### config.mk
export PLATFORM = sky130hd
export DESIGN_NAME = route_prefix_match_by_clz_unit
export DESIGN_NICKNAME = d
export VERILOG_FILES = /design/src/rtl/rpm_pkg.sv /design/src/rtl/rpm_table.sv /design/src/rtl/rpm_match_unit.sv /design/src/rtl/route_prefix_match_by_clz_unit.sv
export SDC_FILE = /design/constraint.sdc
export NUM_CORES = 1
export LEC_CHECK = 0
export ABC_CLOCK_PERIOD_IN_PS = 10200
export BUFFER_PORTS_ARGS = -buffer_cell sky130_fd_sc_hd__buf_2
export CAP_MARGIN = 20
export CORE_MARGIN = 10
export CORE_UTILIZATION = 56
export DETAILED_ROUTE_END_ITERATION = 12
export PLACE_DENSITY = 0.75
export RECOVER_POWER = 100
export SKIP_LAST_GASP = 1
export SLEW_MARGIN = 0
export SYNTH_ARGS = -nofsm -noshare
export SYNTH_HDL_FRONTEND = slang
export SYNTH_SLANG_ARGS = --single-unit
### constraint.sdc
create_clock -name clk -period 10.2 [get_ports clk]
set_clock_uncertainty 0.1 [all_clocks]
set_input_delay 2.55 -clock clk [delete_from_list [all_inputs] [get_ports clk]]
set_output_delay 2.55 -clock clk [all_outputs]
set_load 0.01 [all_outputs]
### src/rtl/rpm_pkg.sv
// Shared types, constants and functions of the route prefix matcher.
// No dependencies; every rtl module refers to this package by scoped names.
`default_nettype none
package rpm_pkg;

    localparam int ROUTES = 16;
    localparam int IDX_W  = $clog2(ROUTES);
    localparam int CNT_W  = IDX_W + 1;
    localparam int ADDR_W = 32;
    localparam int LEN_W  = 6;
    localparam int CLZ_W  = 6;

    localparam logic [CNT_W-1:0] ROUTES_CNT = CNT_W'(ROUTES);

    localparam logic MODE_WRITE  = 1'b0;
    localparam logic MODE_LOOKUP = 1'b1;

    typedef enum logic [1:0] {
        ST_IDLE,
        ST_SCAN,
        ST_DONE
    } rpm_state_t;

    typedef struct packed {
        logic [ADDR_W-1:0] prefix;
        logic [LEN_W-1:0]  length;
    } rpm_entry_t;

    typedef struct packed {
        logic              en;
        logic [IDX_W-1:0]  addr;
        rpm_entry_t        entry;
    } rpm_write_t;

    typedef struct packed {
        logic              take;
        logic [CLZ_W-1:0]  clz;
    } rpm_eval_t;

    // Network mask of a prefix length; lengths of 32 and above give a full mask.
    function automatic logic [ADDR_W-1:0] length_mask(input logic [LEN_W-1:0] len);
        logic [ADDR_W-1:0] m;
        if (len >= LEN_W'(ADDR_W))
            m = '1;
        else
            m = ~({ADDR_W{1'b1}} >> len);
        return m;
    endfunction

    // Leading zeros: smear the top one downward, then count the ones.
    function automatic logic [CLZ_W-1:0] lead_zero_count(input logic [31:0] v);
        logic [31:0] x;
        x = v;
        x = x | (x >> 1);
        x = x | (x >> 2);
        x = x | (x >> 4);
        x = x | (x >> 8);
        x = x | (x >> 16);
        x = x - ((x >> 1) & 32'h5555_5555);
        x = (x & 32'h3333_3333) + ((x >> 2) & 32'h3333_3333);
        x = (x + (x >> 4)) & 32'h0f0f_0f0f;
        x = x + (x >> 8);
        x = x + (x >> 16);
        x = x & 32'h0000_003f;
        return CLZ_W'(7'd32 - x[6:0]);
    endfunction

endpackage
`default_nettype wire

### src/rtl/rpm_table.sv
// Route table memory: one write port, one read port with registered data.
// Depends on rpm_pkg for the entry and write-request types.
`default_nettype none
module rpm_table (
    input  wire logic                    clk,
    input  wire rpm_pkg::rpm_write_t     wr,
    input  wire logic [rpm_pkg::IDX_W-1:0] rd_addr,
    output rpm_pkg::rpm_entry_t          rd_entry
);

    rpm_pkg::rpm_entry_t mem_reg [rpm_pkg::ROUTES];
    rpm_pkg::rpm_entry_t rd_entry_reg;

    always_ff @(posedge clk)
    begin
        if (wr.en)
        begin
            mem_reg[wr.addr] <= wr.entry;
        end
    end

    always_ff @(posedge clk)
    begin
        rd_entry_reg <= mem_reg[rd_addr];
    end

    assign rd_entry = rd_entry_reg;

endmodule
`default_nettype wire

### src/rtl/rpm_match_unit.sv
// Shared match unit: masked prefix compare, leading-zero count, best-so-far test.
// Depends on rpm_pkg for length_mask, lead_zero_count and rpm_eval_t.
`default_nettype none
module rpm_match_unit (
    input  wire logic [rpm_pkg::ADDR_W-1:0] target,
    input  wire rpm_pkg::rpm_entry_t        entry,
    input  wire logic                       best_found,
    input  wire logic [rpm_pkg::CLZ_W-1:0]  best_clz,
    output rpm_pkg::rpm_eval_t              result
);

    logic [rpm_pkg::ADDR_W-1:0] mask;
    logic [rpm_pkg::CLZ_W-1:0]  clz;
    logic                       hit;

    always_comb
    begin
        mask = rpm_pkg::length_mask(entry.length);
        hit  = ((target & mask) == entry.prefix);
        clz  = rpm_pkg::lead_zero_count(target ^ entry.prefix);
        result.clz  = clz;
        // strict compare keeps the lowest slot on ties
        result.take = hit && (!best_found || (clz > best_clz));
    end

endmodule
`default_nettype wire

### src/rtl/route_prefix_match_by_clz_unit.sv
// Top level of the route prefix matcher: sequencer, config register, output word.
// Depends on rpm_pkg, rpm_table and rpm_match_unit.
//
//  channel  | dir | tdata (low bit up)                              | tuser
//  s_*      | in  | entry_index 4, entry_prefix 32, entry_length 6,  | mode
//           |     | target_address 32, zero pad 6                    |
//  m_*      | out | match_index 4, match_clz 6, zero pad 6           | match_found
//  cfg_*    | in  | cfg_wdata = routes_in_use 5                      | -
//
// A write word leaves s_tready high.
// A lookup scans N = min(routes_in_use, 16) entries: one table entry per
// cycle through the single match unit, fed by the table's one read port.
// s_tready stays low from lookup accept until the result is loaded into the
// output register; a stalled m_tready holds the sequencer in its last step.
// rst_n clears the sequencer, routes_in_use and the output valid; table
// contents are undefined until written.
`default_nettype none
module route_prefix_match_by_clz_unit (
    input  wire logic        clk,
    input  wire logic        rst_n,
    input  wire logic        s_tvalid,
    output logic             s_tready,
    input  wire logic [79:0] s_tdata,  // entry_index, entry_prefix, entry_length, target_address
    input  wire logic        s_tuser,  // mode
    output logic             m_tvalid,
    input  wire logic        m_tready,
    output logic [15:0]      m_tdata,  // match_index, match_clz
    output logic             m_tuser,  // match_found
    input  wire logic        cfg_we,
    input  wire logic [4:0]  cfg_wdata // routes_in_use
);

    rpm_pkg::rpm_state_t               state_reg, state_next;
    logic [4:0]                        routes_reg;
    logic [rpm_pkg::CNT_W-1:0]         limit_reg, limit_next;
    logic [rpm_pkg::IDX_W-1:0]         eval_reg, eval_next;
    logic [rpm_pkg::ADDR_W-1:0]        target_reg, target_next;
    logic                              best_found_reg, best_found_next;
    logic [rpm_pkg::IDX_W-1:0]         best_idx_reg, best_idx_next;
    logic [rpm_pkg::CLZ_W-1:0]         best_clz_reg, best_clz_next;
    logic                              out_valid_reg, out_valid_next;
    logic                              out_found_reg, out_found_next;
    logic [rpm_pkg::IDX_W-1:0]         out_idx_reg, out_idx_next;
    logic [rpm_pkg::CLZ_W-1:0]         out_clz_reg, out_clz_next;

    logic                              in_acc;
    logic [rpm_pkg::CNT_W-1:0]         limit_in;
    logic [rpm_pkg::IDX_W-1:0]         rd_addr;
    rpm_pkg::rpm_write_t               wr;
    rpm_pkg::rpm_entry_t               rd_entry;
    rpm_pkg::rpm_eval_t                ev;

    assign s_tready = (state_reg == rpm_pkg::ST_IDLE);
    assign in_acc   = s_tvalid && s_tready;
    assign limit_in = (rpm_pkg::CNT_W'(routes_reg) > rpm_pkg::ROUTES_CNT)
                      ? rpm_pkg::ROUTES_CNT : rpm_pkg::CNT_W'(routes_reg);

    assign wr.en           = in_acc && (s_tuser == rpm_pkg::MODE_WRITE);
    assign wr.addr         = s_tdata[3:0];
    assign wr.entry.prefix = s_tdata[35:4];
    assign wr.entry.length = s_tdata[41:36];

    // first read goes out with the accept, then one entry ahead of the compare
    assign rd_addr = (state_reg == rpm_pkg::ST_IDLE) ? '0
                     : eval_reg + rpm_pkg::IDX_W'(1);

    rpm_table u_table (
        .clk      (clk),
        .wr       (wr),
        .rd_addr  (rd_addr),
        .rd_entry (rd_entry)
    );

    rpm_match_unit u_match (
        .target     (target_reg),
        .entry      (rd_entry),
        .best_found (best_found_reg),
        .best_clz   (best_clz_reg),
        .result     (ev)
    );

    always_ff @(posedge clk or negedge rst_n)
    begin
        if (!rst_n)
        begin
            state_reg     <= rpm_pkg::ST_IDLE;
            routes_reg    <= '0;
            out_valid_reg <= 1'b0;
        end
        else
        begin
            state_reg     <= state_next;
            out_valid_reg <= out_valid_next;
            if (cfg_we)
            begin
                routes_reg <= cfg_wdata;
            end
        end
    end

    always_ff @(posedge clk)
    begin
        limit_reg      <= limit_next;
        eval_reg       <= eval_next;
        target_reg     <= target_next;
        best_found_reg <= best_found_next;
        best_idx_reg   <= best_idx_next;
        best_clz_reg   <= best_clz_next;
        out_found_reg  <= out_found_next;
        out_idx_reg    <= out_idx_next;
        out_clz_reg    <= out_clz_next;
    end

    always_comb
    begin
        state_next      = state_reg;
        limit_next      = limit_reg;
        eval_next       = eval_reg;
        target_next     = target_reg;
        best_found_next = best_found_reg;
        best_idx_next   = best_idx_reg;
        best_clz_next   = best_clz_reg;
        out_valid_next  = out_valid_reg && !m_tready;
        out_found_next  = out_found_reg;
        out_idx_next    = out_idx_reg;
        out_clz_next    = out_clz_reg;

        unique case (state_reg)
            rpm_pkg::ST_IDLE:
            begin
                if (in_acc && (s_tuser == rpm_pkg::MODE_LOOKUP))
                begin
                    target_next     = s_tdata[73:42];
                    limit_next      = limit_in;
                    eval_next       = '0;
                    best_found_next = 1'b0;
                    best_idx_next   = '0;
                    best_clz_next   = '0;
                    state_next      = (limit_in == '0) ? rpm_pkg::ST_DONE
                                                       : rpm_pkg::ST_SCAN;
                end
            end
            rpm_pkg::ST_SCAN:
            begin
                if (ev.take)
                begin
                    best_found_next = 1'b1;
                    best_idx_next   = eval_reg;
                    best_clz_next   = ev.clz;
                end
                if (({1'b0, eval_reg} + rpm_pkg::CNT_W'(1)) == limit_reg)
                    state_next = rpm_pkg::ST_DONE;
                else
                    eval_next = eval_reg + rpm_pkg::IDX_W'(1);
            end
            rpm_pkg::ST_DONE:
            begin
                // hold until the output register is free
                if (!out_valid_reg || m_tready)
                begin
                    out_valid_next = 1'b1;
                    out_found_next = best_found_reg;
                    out_idx_next   = best_idx_reg;
                    out_clz_next   = best_clz_reg;
                    state_next     = rpm_pkg::ST_IDLE;
                end
            end
            default:
            begin
                state_next = rpm_pkg::ST_IDLE;
            end
        endcase
    end

    assign m_tvalid = out_valid_reg;
    assign m_tuser  = out_found_reg;
    assign m_tdata  = {6'd0, out_clz_reg, out_idx_reg};

    a_no_match_zero: assert property (@(posedge clk) disable iff (!rst_n)
        (m_tvalid && !m_tuser) |-> (m_tdata[9:0] == 10'd0))
        else $error("no-match word carries nonzero index or count");

    a_clz_range: assert property (@(posedge clk) disable iff (!rst_n)
        m_tvalid |-> (m_tdata[9:4] <= 6'd32))
        else $error("leading-zero count above 32");

    a_scan_bound: assert property (@(posedge clk) disable iff (!rst_n)
        (state_reg == rpm_pkg::ST_SCAN) |-> ({1'b0, eval_reg} < limit_reg))
        else $error("scan pointer past the routes in use");

    a_lookup_busy: assert property (@(posedge clk) disable iff (!rst_n)
        (in_acc && (s_tuser == rpm_pkg::MODE_LOOKUP)) |=> !s_tready)
        else $error("lookup accepted but block still ready");

    a_write_stays_idle: assert property (@(posedge clk) disable iff (!rst_n)
        (in_acc && (s_tuser == rpm_pkg::MODE_WRITE)) |=> s_tready)
        else $error("table write left the block busy");

endmodule
`default_nettype wire
==> impl_metrics.yaml, run 1 <==
global_route:
  grt_util_met3: 0.0413
  grt_remaining_overflow: 0
  grt_pass1_vias: 20066
  antenna_found_initial: 10
  grt_pass1_wl_microns: 114000
  grt_max_degree: 217
  met1_usage: 0.277
  grt_busiest_layer: "met2"
  grt_use_total: 0.221
  use_met2: 0.370
timing:
  slew_viol_final: 789
  rsz0062_at_grt: "no"
  slew_headroom: -1.82
  fin_ws_ns: 0.686
  min_period_ns: 9.51
  period_share: 0.933
  max_freq_mhz: 105
  fin_tns_setup_ns: 0
  tightest_slew_ns: 4.22
  final_hold_viol_count: 0
  finalSetupViolations: 0
  whs_ns: 0.319
synth:
  yosysMostFrequentCell: "edfxtp_1"
  syn_inst: 2414
  synth_area_sq_mm: 0.0316
  synth_top_family_by_area: "compound AO/OA/AOI/OAI gates"
  async_flop_share: 0.0112
  yosys_warnings: 0
  yosysTopAreaCell: "edfxtp_1"
  yosys-top-cells-count: "edfxtp_1, nand2_1, a211oi_1, nor2b_1, clkbuf_1"
  ys_seq_area_frac: 0.667
  synth.top_cell.area_share: 0.637
  synthMuxAreaShare: 0.00368
  synthSimpleGateAreaFrac: 0.110
  synth_seq_cells: 717
  synthFlopType: "edfxtp_1"
  synth_xor_area_frac: 0.0255
  syn_avg_cell_area_sq_um: 13.1
  synth_adder_area_share: 0.0435
  synth-compound-area-share: 0.123
  synth-edff-count: 671
  synth_cell_type_count: 76
  netlist_top_cells_area: "edfxtp_1, a211oi_1, nand2_1, ha_1, nor2b_1"
clock_network:
  cts-root-buf: "clkbuf_16"
  cts_made_buffers: 73
  clockBufferDepth: 3
  post-cts-setup-buffers: 0
  cts_resized: 0
  ctsHoldBuffers: 0
  path_clk_slew_ns: 0.06
  insertion_delay_ns: 0.62
  cts_tree: "yes"
  clock_sinks: 717
  cts_htree_levels: 3
finish:
  synthToLayoutAreaGrowth_pct: 10.8
  multiInputGateArea_sq_mm: 0.00980
  layout.nets: 2672
  drive_gt1_frac: 0.0690
  largest_register_ffs: 608
  fillers: 4168
  ff_latch_area_sq_mm: 0.0211
floorplan:
  core_area_sq_mm: 0.0562
  pin_count: 110
  dieHeight_microns: 258
  fp.dieArea_sq_mm: 0.0664
  initial_core_util: 0.563
  die_w_microns: 258
  rows: 87
detailed_routing:
  drc: 0
  dr_total_vias: 20081
  drt_first_iter_violations: 1902
  postRouteAntennaNets: 0
  totalWireLength_microns: 74700
  via_per_inst: 6.09
  wl_per_cell_microns: 22.6
  firstDrtPassIters: 6
setup_path:
  r2r_slack_ns: 0.69
  critical_path.slowest_cell: "fa_1"
  slowest_delay_ns: 0.54
  start_kind: "flip-flop"
  worst-path-max-fanout: 12
  cp.required_ns: 10.47
  critPathCaptureType: "flip-flop"
  crit_type: "reg2reg"
  cp.arrival_ns: 9.78
  cpMostUsedCell: "inv_1"
status:
  status: "finished with violations"
  failed_checks: "max-capacitance violations, max-slew violations"
placed_design:
  gp_congestion: 0.954
  io_buffers: 97
  post-place-ws_ns: 0.690
  dp_hpwl_microns: 41800
flow_run:
  cap_viol_max_count: 19
power:
  ir_worst_vdd_uv: 452
  power.leakage_uw: 0.0118
  cellPowerDensity_mw_per_mm2: 292
hold_path:
  hp-class: "reg2reg"
## through the flow
stage / util / instances / total power, uW / area [sq um]
6_report: 0.624 / 3298 / 10200 / 35100
5_1_grt: 0.624 / 3297 / 10800 / 35100
4_1_cts: 0.628 / 3293 / 10200 / 35200
3_5_place_dp: 0.586 / 3161 / 7650 / 32900
3_3_place_gp: 0.586 / 3161 / 7520 / 32900
2_1_floorplan: - / 2419 / 6510 / 31700
## placed cells by master (no fill, tap or decap), drive strengths merged, types with 48 or more instances in the layout
cell type | Yosys | final
clkbuf | 124 | 198
a21oi | 107 | 107
inv | 75 | 79
a31oi | 80 | 80
xnor2 | 48 | 48
nor2 | 70 | 70
ha | 86 | 86
edfxtp | 671 | 671
a211oi | 193 | 193
nand2 | 351 | 351
nor2b | 166 | 166
a311oi | 77 | 77
## layer usage
| metal | vias up | part of all wire |
|---|---|---|
| met3 | 196 | 0.074 |
| met1 | 9835 | 0.39 |
| met5 | - | 0.00072 |
| met2 | 835 | 0.49 |
| met4 | 8 | 0.039 |
| li1 | 9207 | - |
## worst max-delay path: cells and delay by family, from the launching register on
| kind | cells | cell delay (ns) |
|---|---|---|
| buf+inv | 11 | 1.02 |
| simple gates | 8 | 1.82 |
| fa+ha+maj | 9 | 3.17 |
| compound gates | 10 | 2.32 |
| flops | 1 | 0.42 |
| xor+xnor | 2 | 0.40 |
## worst paths after layout
kind,end,startpoint,cells after the start
worst max-delay path,best_clz_reg[0],target_reg[31],40
worst min-delay path,out_idx_reg[2],best_idx_reg[2],0
worst max register to register,best_clz_reg[0],target_reg[31],40
worst min register to register,out_idx_reg[2],best_idx_reg[2],0
max in group asynchronous,routes_reg[2],rst_n,1
min in group asynchronous,routes_reg[0],rst_n,1
## cell type report
type                       count  area share
sequential                   717       0.602
multi-input combinational   1486       0.280
clock buffer                 104      0.0583
tap                          756      0.0270
timing repair buffer         127      0.0164
clock inverter                28     0.00821
inverter                      75     0.00803
antenna                        5    0.000357
## power by group
part	internal [uW]	switching, uW
sequential	3430	183
combinational	1400	2630
clock	1470	1100
## cell families (layout without fill, tap and decap cells)
family / count (synthesis) / in the layout
AND/OR/NAND/NOR: 717 / 717
AO/OA/AOI/OAI: 559 / 559
adder cells (fa/ha/maj): 101 / 101
XOR/XNOR: 92 / 92
flip-flops: 717 / 717
buffers and inverters: 216 / 334
multiplexers: 11 / 11
other: 1 / 11
No activity file was read; power rests on OpenSTA's default activity.
==> run 2, diff against run 1 <==
--- a/config.mk
+++ b/config.mk
@@ -5,6 +5,7 @@
 export SDC_FILE = /design/constraint.sdc
 export NUM_CORES = 1
 export LEC_CHECK = 0
+export ABC_AREA = 1
 export ABC_CLOCK_PERIOD_IN_PS = 10200
 export BUFFER_PORTS_ARGS = -buffer_cell sky130_fd_sc_hd__buf_2
 export CAP_MARGIN = 20
@@ -14,7 +15,6 @@
 export PLACE_DENSITY = 0.75
 export RECOVER_POWER = 100
 export SKIP_LAST_GASP = 1
-export SLEW_MARGIN = 0
 export SYNTH_ARGS = -nofsm -noshare
 export SYNTH_HDL_FRONTEND = slang
 export SYNTH_SLANG_ARGS = --single-unit
==> impl_metrics.yaml, run 2 <==
status:
  status: "finished with violations"
  failed_checks: "max-capacitance violations, max-slew violations"
clock_network:
  cts_resized: 0
  path_clk_slew_ns: 0.06
  cts_htree_levels: 3
  post-cts-setup-buffers: 0
  clock_sinks: 717
  ctsHoldBuffers: 0
  insertion_delay_ns: 0.61
  cts-root-buf: "clkbuf_16"
  cts_made_buffers: 73
  clockBufferDepth: 3
  cts_tree: "yes"
power:
  power_frac_comb: 0.413
  p_clk_frac: 0.256
  cellPowerDensity_mw_per_mm2: 303
  ir_worst_vdd_uv: 257
  p_switching_uw: 4360
  power_frac_seq: 0.331
  p_int_uw: 6500
  power_uw: 10900
  swShare: 0.401
  power.leakage_uw: 0.0130
synth:
  synth_top_family_by_area: "simple AND/OR/NAND/NOR gates"
  synth.top_cell.area_share: 0.625
  ys_seq_area_frac: 0.655
  synthMuxAreaShare: 0.000350
  synth-compound-area-share: 0.0864
  yosys_warnings: 0
  synth_area_sq_mm: 0.0322
  synth_cell_type_count: 52
  synth_seq_cells: 717
  syn_inst: 2866
  async_flop_share: 0.0112
  yosysMostFrequentCell: "nor2_1"
  synth_xor_area_frac: 0.0182
  synthFlopType: "edfxtp_1"
  synthSimpleGateAreaFrac: 0.155
  netlist_top_cells_area: "edfxtp_1, nor2_1, o311ai_0, nand2_1, ha_1"
  syn_avg_cell_area_sq_um: 11.2
  synth-edff-count: 671
  yosysTopAreaCell: "edfxtp_1"
  synth_adder_area_share: 0.0427
  yosys-top-cells-count: "nor2_1, edfxtp_1, nand2_1, inv_1, o21ai_0"
detailed_routing:
  postRouteAntennaNets: 0
  wl_per_cell_microns: 22.1
  firstDrtPassIters: 6
  via_per_inst: 5.93
  totalWireLength_microns: 83200
  drt_first_iter_violations: 2337
  dr_total_vias: 22307
  drc: 0
floorplan:
  initial_core_util: 0.568
  pin_count: 110
  core_area_sq_mm: 0.0567
  fp.dieArea_sq_mm: 0.0675
  rows: 87
  dieHeight_microns: 260
  die_w_microns: 260
timing:
  fin_tns_setup_ns: 0
  slew_headroom: -1.30
  final_hold_viol_count: 0
  rsz0062_at_grt: "no"
  slew_viol_final: 1025
  min_period_ns: 9.20
  tightest_slew_ns: 3.44
  period_share: 0.902
  max_freq_mhz: 109
  finalSetupViolations: 0
placed_design:
  gp_congestion: 0.924
  io_buffers: 97
  dp_hpwl_microns: 48000
setup_path:
  start_kind: "flip-flop"
  crit_type: "reg2reg"
  r2r_cells: 9
  worst-path-max-fanout: 139
  critPathCaptureType: "flip-flop"
  cp.arrival_ns: 9.54
  cp.required_ns: 10.54
finish:
  final_common_cell: "nor2_1"
  drive_gt1_frac: 0.0740
  synthToLayoutAreaGrowth_pct: 11.3
  fillers: 4315
  largest_register_ffs: 608
  layout.nets: 3132
  final_cell_mix: "nor2_1, edfxtp_1, nand2_1"
global_route:
  grt_remaining_overflow: 0
  grt_pass1_vias: 22241
  antenna_found_initial: 9
  grt_use_total: 0.242
  grt_max_degree: 162
  grt_pass1_wl_microns: 126000
flow_run:
  cap_viol_max_count: 21
hold_path:
  whs_path_depth: 0
  hp-class: "reg2reg"
## run 2: logic make-up (layout without fill, tap and decap cells)
kind of cell,Yosys count,in the layout
buffers and inverters,345,474
DFF,717,717
xor gates and xnor gates,67,67
other,1,10
and+or+nand+nor,1218,1218
adders and majority gates,101,101
muxes,1,1
AOI/OAI and AO/OA,416,416
## run 2: path summary, 6_finish.rpt
kind / startpoint / endpoint / slack (ns)
max: eval_reg[0] / u_table.rd_entry[36] / 1.0
min: best_idx_reg[2] / out_idx_reg[2] / 0.32
max reg2reg: eval_reg[0] / u_table.rd_entry[36] / 1.0
min reg2reg: best_idx_reg[2] / out_idx_reg[2] / 0.32
max in group asynchronous: rst_n / routes_reg[1] / 7.94
min in group asynchronous: rst_n / routes_reg[4] / 1.75
## run 2: area by class of cell
class / instances / area, sq um / area share
sequential: 717 / 21100 / 0.589
multi-input combinational: 1809 / 9900 / 0.276
clock buffer: 100 / 2060 / 0.0575
tap: 756 / 946 / 0.0264
inverter: 211 / 802 / 0.0224
timing repair buffer: 128 / 548 / 0.0153
clock inverter: 35 / 479 / 0.0134
antenna: 4 / 10.0 / 0.000279
## run 2: per-layer routing
metal	track usage	vias to the layer above	routed length, microns
li1	-	10178	-
met1	0.299	10871	31700
met2	0.416	1057	42100
met3	0.0369	195	6760
met4	0.108	6	2650
met5	0	-	34
## run 2: stage by stage
step	std cells	util	worst slack, ns	instance area, sq um	hold slack (ns)
floorplan	2871	-	2.69	32200	0.300
global placement	3620	0.591	1.45	33500	0.307
detailed placement	3620	0.591	1.18	33500	0.307
CTS	3755	0.636	1.16	36100	0.320
global route	3758	0.632	0.360	35900	0.333
finish	3760	0.632	1.00	35900	0.318
## run 2: power by group through the flow
stage	Combinational (uW)	Clock (uW)	Sequential, uW
3_5_place_dp	4380	0	3650
6_report	4480	2780	3590
4_1_cts	4420	2800	3590
3_3_place_gp	4230	0	3640
5_1_grt	4970	2940	3610
2_1_floorplan	3010	0	3580
## run 2: critical path, cell delays in order (launching register included)
cell and delay (ns):
edfxtp_1 0.55, nor2_4 0.15, clkbuf_2 2.30, clkinvlp_2 2.06, clkbuf_2 1.60, clkbuf_2 1.06, o21ai_0 0.43, o311ai_0 0.24
nand3_1 0.18, nand2_1 0.17
